--- src/hdl/irpd_pkg.sv ---
// ----------------------------------------------------------------------------
// irpd_pkg
// Shared types, constants and window checks for the IR pulse distance decoder.
// ----------------------------------------------------------------------------
`default_nettype none

package irpd_pkg;

    localparam int TICK_W  = 16;
    localparam int BOUND_W = TICK_W + 1;
    localparam int IDX_W   = 7;
    localparam int WORD_W  = 32;
    localparam int CFG_IDX_W = 3;

    // Frame layout in durations.
    localparam logic [IDX_W-1:0] FRAME_LEN  = 7'd67;
    localparam logic [IDX_W-1:0] FIRST_DATA = 7'd3;
    localparam logic [IDX_W-1:0] INDEX_MAX  = 7'd127;

    // Nominal timings after reset, in capture ticks.
    localparam int RST_LEAD_MARK  = 9000;
    localparam int RST_LEAD_SPACE = 4500;
    localparam int RST_BIT_MARK   = 560;
    localparam int RST_ONE_SPACE  = 1690;
    localparam int RST_ZERO_SPACE = 560;

    // Configuration register indexes.
    typedef enum logic [CFG_IDX_W-1:0] {
        REG_LEAD_MARK  = 3'd0,
        REG_LEAD_SPACE = 3'd1,
        REG_BIT_MARK   = 3'd2,
        REG_ONE_SPACE  = 3'd3,
        REG_ZERO_SPACE = 3'd4
    } cfg_reg_t;

    localparam logic [CFG_IDX_W-1:0] NUM_REGS = 3'd5;

    // One tolerance window: nominal minus and plus the tolerance.
    typedef struct packed {
        logic [TICK_W-1:0]  lo;
        logic [BOUND_W-1:0] hi;
    } window_t;

    typedef struct packed {
        window_t lead_mark;
        window_t lead_space;
        window_t bit_mark;
        window_t one_space;
        window_t zero_space;
    } windows_t;

    function automatic logic in_closed(input logic [TICK_W-1:0] x, input window_t w);
        in_closed = (x >= w.lo) && ({1'b0, x} <= w.hi);
    endfunction

    function automatic logic in_open(input logic [TICK_W-1:0] x, input window_t w);
        in_open = (x > w.lo) && ({1'b0, x} < w.hi);
    endfunction

endpackage

`default_nettype wire

--- src/hdl/ir_pulse_distance_decoder.sv ---
// ----------------------------------------------------------------------------
// ir_pulse_distance_decoder
// 32-bit pulse distance IR frame decoder fed with captured durations.
// ----------------------------------------------------------------------------
// Each request on the s_ channel carries one captured duration, alternating
// mark and space from the lead mark on. The lead mark and lead space are
// checked against windows of nominal plus or minus nominal/TOL_DIV, the third
// duration is skipped, then each space is decoded as a one or a zero (LSB
// first) and each mark is checked. The duration flagged with s_last_pulse
// produces one request on the m_ channel: m_frame_ok is high only when exactly
// 67 durations arrived and every window passed, and m_decoded_word is zero on
// a failed frame. The decoder then rearms for the next frame. A duration
// passes through the input register, then the decode logic into the frame
// state and the result register. A new duration is accepted every cycle
// unless a held result blocks the next last duration or a configuration
// write to a listed register holds s_ready low while the reciprocal
// multiplier turns the nominal into a window.
// ----------------------------------------------------------------------------
`default_nettype none

module ir_pulse_distance_decoder #(
    parameter int TOL_DIV = 4
) (
    input  wire                                  aclk,
    input  wire                                  aresetn,
    input  wire                                  s_valid,
    output logic                                 s_ready,
    input  wire  [irpd_pkg::TICK_W-1:0]          s_pulse_ticks,
    input  wire                                  s_last_pulse,
    output logic                                 m_valid,
    input  wire                                  m_ready,
    output logic                                 m_frame_ok,
    output logic [irpd_pkg::WORD_W-1:0]          m_decoded_word,
    input  wire                                  cfg_valid,
    output logic                                 cfg_ready,
    input  wire  [irpd_pkg::CFG_IDX_W-1:0]       cfg_index,
    input  wire  [irpd_pkg::TICK_W-1:0]          cfg_data
);
    import irpd_pkg::*;

    windows_t          windows;
    logic              cfg_busy;

    // Input register.
    logic              in_valid_reg;
    logic [TICK_W-1:0] in_ticks_reg;
    logic              in_last_reg;

    // Frame state.
    logic [IDX_W-1:0]  pulse_index_reg;
    logic [IDX_W-1:0]  pulse_index_next;
    logic              timing_error_reg;
    logic              timing_error_next;
    logic [WORD_W-1:0] bit_acc_reg;
    logic [WORD_W-1:0] bit_acc_next;

    // Result register.
    logic              m_valid_reg;
    logic              m_frame_ok_reg;
    logic [WORD_W-1:0] m_decoded_word_reg;

    logic              advance;
    logic              in_data;
    logic [IDX_W-1:0]  data_off;
    logic [4:0]        bit_pos;
    logic              frame_ok;

    assign cfg_ready = 1'b1;

    irpd_cfg #(
        .TOL_DIV (TOL_DIV)
    ) u_cfg (
        .aclk     (aclk),
        .aresetn  (aresetn),
        .wr_en    (cfg_valid && cfg_ready),
        .wr_index (cfg_index),
        .wr_data  (cfg_data),
        .windows  (windows),
        .busy     (cfg_busy)
    );

    // The held duration moves on unless it would produce a result while the
    // previous result is still waiting.
    assign advance = in_valid_reg && (!in_last_reg || !m_valid_reg || m_ready);
    assign s_ready = (!in_valid_reg || advance) && !cfg_busy;

    assign in_data  = (pulse_index_reg >= FIRST_DATA) && (pulse_index_reg < FRAME_LEN);
    assign data_off = pulse_index_reg - FIRST_DATA;
    assign bit_pos  = data_off[5:1];

    always_comb begin
        timing_error_next = timing_error_reg;
        bit_acc_next      = bit_acc_reg;
        priority if (pulse_index_reg == '0) begin
            if (!in_closed(in_ticks_reg, windows.lead_mark)) timing_error_next = 1'b1;
        end else if (pulse_index_reg == IDX_W'(1)) begin
            if (!in_closed(in_ticks_reg, windows.lead_space)) timing_error_next = 1'b1;
        end else if (in_data && pulse_index_reg[0]) begin
            // Spaces: the one window wins where the two windows overlap.
            if (in_open(in_ticks_reg, windows.one_space)) begin
                bit_acc_next[bit_pos] = 1'b1;
            end else if (!in_open(in_ticks_reg, windows.zero_space)) begin
                timing_error_next = 1'b1;
            end
        end else if (in_data) begin
            if (!in_closed(in_ticks_reg, windows.bit_mark)) timing_error_next = 1'b1;
        end else begin
            // The skipped third duration and anything past the frame end.
        end
        pulse_index_next = (pulse_index_reg == INDEX_MAX) ? pulse_index_reg
                                                          : pulse_index_reg + IDX_W'(1);
    end

    assign frame_ok = (pulse_index_next == FRAME_LEN) && !timing_error_next;

    always_ff @(posedge aclk) begin
        if (!aresetn) begin
            in_valid_reg     <= 1'b0;
            pulse_index_reg  <= '0;
            timing_error_reg <= 1'b0;
            bit_acc_reg      <= '0;
            m_valid_reg      <= 1'b0;
        end else begin
            if (s_valid && s_ready) begin
                in_valid_reg <= 1'b1;
            end else if (advance) begin
                in_valid_reg <= 1'b0;
            end

            if (advance) begin
                if (in_last_reg) begin
                    pulse_index_reg  <= '0;
                    timing_error_reg <= 1'b0;
                    bit_acc_reg      <= '0;
                end else begin
                    pulse_index_reg  <= pulse_index_next;
                    timing_error_reg <= timing_error_next;
                    bit_acc_reg      <= bit_acc_next;
                end
            end

            if (advance && in_last_reg) begin
                m_valid_reg <= 1'b1;
            end else if (m_ready) begin
                m_valid_reg <= 1'b0;
            end
        end

        if (s_valid && s_ready) begin
            in_ticks_reg <= s_pulse_ticks;
            in_last_reg  <= s_last_pulse;
        end
        if (advance && in_last_reg) begin
            m_frame_ok_reg     <= frame_ok;
            m_decoded_word_reg <= frame_ok ? bit_acc_next : '0;
        end
    end

    assign m_valid        = m_valid_reg;
    assign m_frame_ok     = m_frame_ok_reg;
    assign m_decoded_word = m_decoded_word_reg;

`ifndef ASSERT_OFF
    // A failed frame never shows partially decoded bits.
    a_fail_word_zero: assert property (@(posedge aclk) disable iff (!aresetn)
        m_valid && !m_frame_ok |-> m_decoded_word == '0)
        else $error("failed frame carries a nonzero word");

    // Closing a frame rearms the decoder.
    a_rearm: assert property (@(posedge aclk) disable iff (!aresetn)
        advance && in_last_reg |=> pulse_index_reg == '0 && !timing_error_reg
                                   && bit_acc_reg == '0)
        else $error("frame state not cleared after a result");

    // No duration is taken while a window is being rebuilt.
    a_cfg_block: assert property (@(posedge aclk) disable iff (!aresetn)
        cfg_busy |-> !s_ready)
        else $error("input accepted during a window update");

    // A waiting result is never overwritten by a new one.
    a_no_overwrite: assert property (@(posedge aclk) disable iff (!aresetn)
        m_valid_reg && !m_ready |-> !(advance && in_last_reg))
        else $error("result overwritten while stalled");
`endif

endmodule

`default_nettype wire

--- src/hdl/irpd_cfg.sv ---
// ----------------------------------------------------------------------------
// irpd_cfg
// Timing registers; turns each written nominal into a tolerance window.
// ----------------------------------------------------------------------------
`default_nettype none

module irpd_cfg #(
    parameter int TOL_DIV = 4
) (
    input  wire                                  aclk,
    input  wire                                  aresetn,
    input  wire                                  wr_en,
    input  wire  [irpd_pkg::CFG_IDX_W-1:0]       wr_index,
    input  wire  [irpd_pkg::TICK_W-1:0]          wr_data,
    output irpd_pkg::windows_t                   windows,
    output logic                                 busy
);
    import irpd_pkg::*;

    // nom / TOL_DIV as a multiply by a rounded-up reciprocal; exact for 16-bit values.
    localparam int SHIFT   = TICK_W + $clog2(TOL_DIV);
    localparam int RECIP_I = ((1 << SHIFT) + TOL_DIV - 1) / TOL_DIV;
    localparam logic [BOUND_W-1:0] RECIP = BOUND_W'(RECIP_I);
    localparam int PROD_W = TICK_W + BOUND_W;

    localparam window_t RST_LM = '{lo: TICK_W'(RST_LEAD_MARK - RST_LEAD_MARK / TOL_DIV),
                                   hi: BOUND_W'(RST_LEAD_MARK + RST_LEAD_MARK / TOL_DIV)};
    localparam window_t RST_LS = '{lo: TICK_W'(RST_LEAD_SPACE - RST_LEAD_SPACE / TOL_DIV),
                                   hi: BOUND_W'(RST_LEAD_SPACE + RST_LEAD_SPACE / TOL_DIV)};
    localparam window_t RST_BM = '{lo: TICK_W'(RST_BIT_MARK - RST_BIT_MARK / TOL_DIV),
                                   hi: BOUND_W'(RST_BIT_MARK + RST_BIT_MARK / TOL_DIV)};
    localparam window_t RST_OS = '{lo: TICK_W'(RST_ONE_SPACE - RST_ONE_SPACE / TOL_DIV),
                                   hi: BOUND_W'(RST_ONE_SPACE + RST_ONE_SPACE / TOL_DIV)};
    localparam window_t RST_ZS = '{lo: TICK_W'(RST_ZERO_SPACE - RST_ZERO_SPACE / TOL_DIV),
                                   hi: BOUND_W'(RST_ZERO_SPACE + RST_ZERO_SPACE / TOL_DIV)};

    logic                 a_valid_reg;
    logic [CFG_IDX_W-1:0] a_index_reg;
    logic [TICK_W-1:0]    a_nom_reg;
    logic                 b_valid_reg;
    logic [CFG_IDX_W-1:0] b_index_reg;
    logic [TICK_W-1:0]    b_nom_reg;
    logic [TICK_W-1:0]    b_delta_reg;
    logic [PROD_W-1:0]    prod;
    window_t              new_window;
    windows_t             windows_reg;

    assign prod = {{BOUND_W{1'b0}}, a_nom_reg} * {{TICK_W{1'b0}}, RECIP};
    assign new_window.lo = b_nom_reg - b_delta_reg;
    assign new_window.hi = {1'b0, b_nom_reg} + {1'b0, b_delta_reg};

    always_ff @(posedge aclk) begin
        if (!aresetn) begin
            a_valid_reg <= 1'b0;
            b_valid_reg <= 1'b0;
            windows_reg <= '{lead_mark: RST_LM, lead_space: RST_LS, bit_mark: RST_BM,
                             one_space: RST_OS, zero_space: RST_ZS};
        end else begin
            // Writes to indexes past the register list are dropped here.
            a_valid_reg <= wr_en && (wr_index < NUM_REGS);
            b_valid_reg <= a_valid_reg;
            if (b_valid_reg) begin
                unique case (b_index_reg)
                    REG_LEAD_MARK:  windows_reg.lead_mark  <= new_window;
                    REG_LEAD_SPACE: windows_reg.lead_space <= new_window;
                    REG_BIT_MARK:   windows_reg.bit_mark   <= new_window;
                    REG_ONE_SPACE:  windows_reg.one_space  <= new_window;
                    REG_ZERO_SPACE: windows_reg.zero_space <= new_window;
                    default: ;
                endcase
            end
        end
        a_index_reg <= wr_index;
        a_nom_reg   <= wr_data;
        b_index_reg <= a_index_reg;
        b_nom_reg   <= a_nom_reg;
        b_delta_reg <= TICK_W'(prod >> SHIFT);
    end

    assign windows = windows_reg;
    assign busy    = a_valid_reg || b_valid_reg;

endmodule

`default_nettype wire

--- config.mk ---
export PLATFORM = sky130hd
export DESIGN_NAME = ir_pulse_distance_decoder
export DESIGN_NICKNAME = d
export VERILOG_FILES = /design/src/hdl/irpd_pkg.sv /design/src/hdl/ir_pulse_distance_decoder.sv /design/src/hdl/irpd_cfg.sv
export SDC_FILE = /design/constraint.sdc
export NUM_CORES = 1
export LEC_CHECK = 0
export ABC_AREA = 1
export BUFFER_PORTS_ARGS = -buffer_cell sky130_fd_sc_hd__buf_4
export CORE_UTILIZATION = 32
export CTS_CLUSTER_SIZE = 16
export DETAILED_ROUTE_END_ITERATION = 10
export SETUP_SLACK_MARGIN = 0.3
export SKIP_CTS_REPAIR_TIMING = 1
export SYNTH_ARGS = -nofsm -noshare
export SYNTH_HDL_FRONTEND = slang
export SYNTH_HIERARCHICAL = 1
export SYNTH_SLANG_ARGS = --single-unit
--- constraint.sdc ---
create_clock -name aclk -period 5.1 [get_ports aclk]
set_input_delay 0 -clock aclk [delete_from_list [all_inputs] [get_ports aclk]]
set_output_delay 0 -clock aclk [all_outputs]
set_load 0.02 [all_outputs]
# Word-level counts from Yosys, hierarchy flattened
# Cells that the tools add are included.
# word_totals
reg_bits,311
in_bits,41
output_inout_bits,36
elab_cells,108
# op_classes
addsub,4
order_cmp,15
n_eq_ne,7
n_mux,23
n_bitwise,1
n_reduce_logical,32
# ops
cell,count
$mux 32,5
$le 16x17->1,3
$ge 16x16->1,3
$lt 16x17->1,2
$gt 16x16->1,2
$or 32x32->32,1
$add 16x14->17,1
$sub 16x14->16,1
$mux 1,15
$eq 7x7->1 const B,2
$logic_and 1x1->1,14
$mux 7,2
$reduce_and 2->1,5
$add 7x1->7 const B,1
$eq 7x1->1 const B,1
$ge 7x2->1 const B,1
$logic_not 7->1,1
$lt 7x7->1 const B,1
$eq 3x2->1 const B,2
$lt 5x6->1 const B,1
$sub 6x2->6 const B,1
$demux 1 s5,1
$ge 5x1->1 const B,1
$logic_not 1->1,5
other kinds (6),10

# Depth between registers and ports, before layout
# logic_depth
word_depth,11
mapped_depth,20
ltp_nobuf,19

# Hierarchy
# The synthesis kept the hierarchy.
# by_module_without_submodules
mod,instances,cells_each,area_per_inst_um2,seq_area_each_um2
irpd_cfg,1,1204,8772.2,4003.8
ir_pulse_distance_decoder,1,1089,8111.5,2342.2

# Worst setup path after synthesis
# Ideal clock, no wire load.
# synth_timing
path_kind,flip-flop to flip-flop
from,register in_ticks_reg[15]
to,"register m_decoded_word_reg[31] (netlist: m_decoded_word[31]), data pin"
setup_ns,0.261
t_arrival_ns,2.116
required_ns,4.839
path_slack_ns,2.723
stages_incl_launch_ff,13
n_path_buf,1
period_less_slack_ns,2.377
cell_sequence,edfxtp_1 -> ha_1 -> inv_1 -> nor3_1 -> nor3b_1 -> nand3_1 -> o211ai_1 -> nand2_1 -> nand3_1 -> nand2_1 -> nand2_2 -> buf_8 -> nor2_4
# synth_via
elab_chain_len,9
elab_cells_between_ends,30
classes_between,order compare: 10; mux: 13; reduce/logical: 7
# synth_rtl
element,line,text
start: declaration,ir_pulse_distance_decoder.sv:46,logic [TICK_W-1:0] in_ticks_reg;
start signal: assignment,ir_pulse_distance_decoder.sv:150,in_ticks_reg <= s_pulse_ticks;
$le 16x17->1 (tied with other cells),irpd_pkg.sv:53,"in_closed = (x >= w.lo) && ({1'b0, x} <= w.hi);"
"$logic_and 1x1->1, on equally long branches","irpd_pkg.sv:53, irpd_pkg.sv:57",
"$mux 1, on equally long branches","ir_pulse_distance_decoder.sv:106, ir_pulse_distance_decoder.sv:102",
"$mux 1, on equally long branches","ir_pulse_distance_decoder.sv:105, ir_pulse_distance_decoder.sv:100",
$mux 1,ir_pulse_distance_decoder.sv:98,end else if (in_data && pulse_index_reg[0]) begin
$mux 1,ir_pulse_distance_decoder.sv:96,end else if (pulse_index_reg == IDX_W'(1)) begin
$mux 1,ir_pulse_distance_decoder.sv:94,priority if (pulse_index_reg == '0) begin
$logic_not 1->1,ir_pulse_distance_decoder.sv:114,assign frame_ok = (pulse_index_next == FRAME_LEN) && !timing_error_next;
$logic_and 1x1->1,ir_pulse_distance_decoder.sv:114,
end signal: assignment,ir_pulse_distance_decoder.sv:155,m_decoded_word_reg <= frame_ok ? bit_acc_next : '0;
end: declaration,ir_pulse_distance_decoder.sv:60,logic [WORD_W-1:0] m_decoded_word_reg;
# Parallel ways exist; a longest one is shown, timed or not.
# A chain may end at the register's enable or synchronous reset.

# Worst setup path after layout
# layout_timing
from,register in_ticks_reg[15]
to,"register m_decoded_word_reg[6] (netlist: m_decoded_word[6]), data pin"
# Same word-level chain as after synthesis.

==> flow_summary.toml <==
[run_status]
run_status = "finished clean"

[die]
die_width_microns = 231.7
start_util_pct = 32.65
core_area_sq_mm = 0.05172
die-area_sq_mm = 0.05368
die_y_microns = 231.7
ios = 77
placementRows = 83

[grt]
grt.met1_usage_pct = 24.41
sum_of_overflow_across_all_layers_after_global_routing = 0
busiest_layer = "met2"
grt_util_met2_pct = 28.76
grt_first_pass_wirelength_microns = 75510
initial_antenna_violation_count = 0
number_of_global_route_vias_before_repair = 14058
gr-usage-all-layers_pct = 17.99
grt_max_degree = 58
grt_use_met3_pct = 2.726

[setup_path]
crit_path_cell_trace = "ha_1 -> nand4_1 -> nor2_1 -> a21boi_0 -> nor2_1 -> nand3_1 -> nand3_1 -> nand2_1 -> nand2_1 -> nand2_1 -> nand2_1 -> nand2_2 -> buf_4 -> nor2_2"
reg2reg_depth = 14
rr_endpoint = "m_decoded_word[6]"
worst_setup_path_start_kind = "flip-flop"
critPathMaxStageDelay_ps = 600
critical-path-slowest-cell = "nand2_2"
timing.critical_path.fanout_max = 22
cp_data_required_time_ps = 5410
arrival_ps = 3830
timing.reg2reg.setup_slack_ps = 1580
cpLargestDelayFamily = "simple AND/OR/NAND/NOR gates"
critical_path.endpoint_type = "flip-flop"
rr_startpoint = "in_ticks_reg[15]"
path_buf_inv = 1
timing_worst_setup_path_type = "flip-flop to flip-flop"
timing.critical_path.mode_cell = "nand2_1"

[route]
drt_first_pass_iters = 5
wl_microns = 48210
vias_per_cell = 4.724
vias = 14558
drc = 0
drt-wirelength-per-cell_microns = 15.64
ant_nets = 0
drt_first_iter_violations = 1086

[power_and_ir_drop]
total_power_w = 0.005597
power-per-cell-area_mw_per_mm2 = 287.3
pwr-share-seq_pct = 43.8
power.switching_fraction_pct = 27.92
combPwrFrac_pct = 12.9
internal-power_w = 0.004034
share_clk_of_total_power_pct = 43.3
net-switching-power_w = 0.001563
power.static_leakage_nw = 9.314
vdd.ir_drop.worst_v = 0.0002188

[cts]
tritoncts = "built"
cts_clock_pin_slew_for_the_worst_setup_and_hold_paths_ps = 60
htree_num_levels = 2
root_buffer = "clkbuf_16"
clock_path_buffers = 3
clkSinkCount = 292
worstSkewPairLatency_ps = 570
cts_buffers = 35

[worst_hold_path]
hold_path_end = "in_last_reg"
worst_hold_path_startpoint = "s_valid"
min-delay-path-class = "input port to flip-flop"
hold_critical_path_depth = 3

[sta]
layout_setup_ws_ps = 1577
min_period_ps = 3523
max_slew_margin_pct = 19.11
final.setup.tns_ps = 0
grt_setup_unrepaired = "false"
finalHoldViolations = 0
post-route-period-util_pct = 69.07
drv_slew = 0
worst_max_slew_pin_slew_ps = 1212
timing.fmax_mhz = 283.9
worst_clock_skew_ps = 30.58
timing.final.setup_violations = 0

[cells_and_area]
ant_diodes = 0
ff_latch_area_sq_mm = 0.006346
fillers = 5378
multiInputGateArea_sq_mm = 0.008662
largest_register_ffs = 160
nNetsFinal = 2608
drive_gt1_share_pct = 9.034
area.growth.synth_to_final_pct = 15.36
design_area_sq_mm = 0.01948

[yosys]
post-synth-top-area-fraction_pct = 28.69
async_flop_share_pct = 0
synth_area_leader_cell = "dfxtp_1"
syn_area_sq_mm = 0.01688
synthDistinctLibCells = 49
synth_area_per_cell_sq_um = 7.363
ys_seq_area_share_pct = 37.59
main_area_contributors_after_synthesis = "dfxtp_1 (29%), ha_1 (14%), nand2_1 (11%), edfxtp_1 (8.9%), inv_1 (8.5%)"
yosysMostFrequentCell = "nand2_1"
synth_top_cells_by_count = "nand2_1 (482), inv_1 (383), nor2_1 (257)"
synth.net_count = 2525
syn_inst = 2293
post_synth_edffs = 50
yosys_register_bits = 292
ys.warnings.count = 6
synth_top_flop_cell = "dfxtp_1"

[placed_design]
pre_cts_slack_ps = 1586
dp.final_hpwl_microns = 34400
port-buffer-count = 75
placed_cell_area_sq_mm = 0.01798
gp_congestion = 0.8936

[run]
drv_cap = 0
-- through the flow --
step / hold WS [ps] / instances / utilization, %
2_1_floorplan: 27.72 / 2293 / -
3_3_place_gp: 105.8 / 2979 / 34.76
3_5_place_dp: 105.6 / 2979 / 34.76
4_1_cts: -484.0 / 3042 / 36.89
5_1_grt: 80.57 / 3082 / 37.66
6_report: 48.57 / 3082 / 37.66
-- area by class of cell --
type                    count  area share [%]
clock buffers              50           4.837
clock inverters            13          0.8158
inverters                 398           7.670
multi-input cells        1526           44.47
flip-flops and latches    292           32.58
well taps                 680           4.368
repair buffers            123           5.255
-- logic make-up (layout without fill, tap and decap cells) --
family	count (synthesis)	after routing	synth area share (%)
AOI/OAI and AO/OA	360	360	11.63
xor gates and xnor gates	14	14	0.8152
adders and majority gates	191	191	14.24
buffers and inverters	475	584	11.34
DFF	292	292	37.59
other	1	1	0.02221
and+or+nand+nor	960	960	24.36
-- layer usage --
layer	share of wire, %	vias up	routed length (microns)
met1	47	6694	22750
met2	44	367	21290
met4	2.9	0	1387
li1	-	7425	-
met3	5.8	72	2788
met5	0	-	0
-- worst register-to-register path: cells and delay by family (launching register included) --
kind,cells,cell delay (ps)
and+or+nand+nor,11,1650
DFF,1,590
adders and majority gates,1,420
buffers and inverters,1,390
AOI/OAI and AO/OA,1,220
-- worst max-delay path by stage --
stage	cells past startpoint	slack [ps]	end	startpoint
final	14	1580	m_decoded_word[6]	in_ticks_reg[15]
after global routing	16	1350	m_decoded_word[6]	in_ticks_reg[5]
after CTS	14	1560	m_decoded_word[6]	in_ticks_reg[14]
after detailed placement	14	1590	m_decoded_word[6]	in_ticks_reg[15]
after global placement	14	1620	m_decoded_word[2]	in_ticks_reg[15]
after floorplan	12	2720	m_decoded_word[31]	in_ticks_reg[15]
-- power by group through the flow --
stage / sequential [W] / combinational (W) / clock, W
6_report: 0.00245 / 0.000719 / 0.00243
5_1_grt: 0.00246 / 0.000806 / 0.00259
4_1_cts: 0.00245 / 0.000691 / 0.00250
3_5_place_dp: 0.00250 / 0.000688 / 0
3_3_place_gp: 0.00250 / 0.000676 / 0
2_1_floorplan: 0.00249 / 0.000445 / 0
-- cells in the final DEF (no fill, tap or decap), types with 16 or more instances in the layout --
cell type,netlist,layout
edfxtp_1,50,50
dlygate4sd3_1,0,40
nor2_1,257,252
ha_1,189,189
a21oi_1,187,187
dfxtp_1,242,242
nand3_1,126,126
nor2_2,24,25
inv_2,15,16
buf_4,20,83
nand2_1,482,482
inv_1,383,382
nand4_1,16,16
o21a_1,30,30
o21ai_0,97,97
clkbuf_16,0,35
Power figures use the tool's default switching activity.
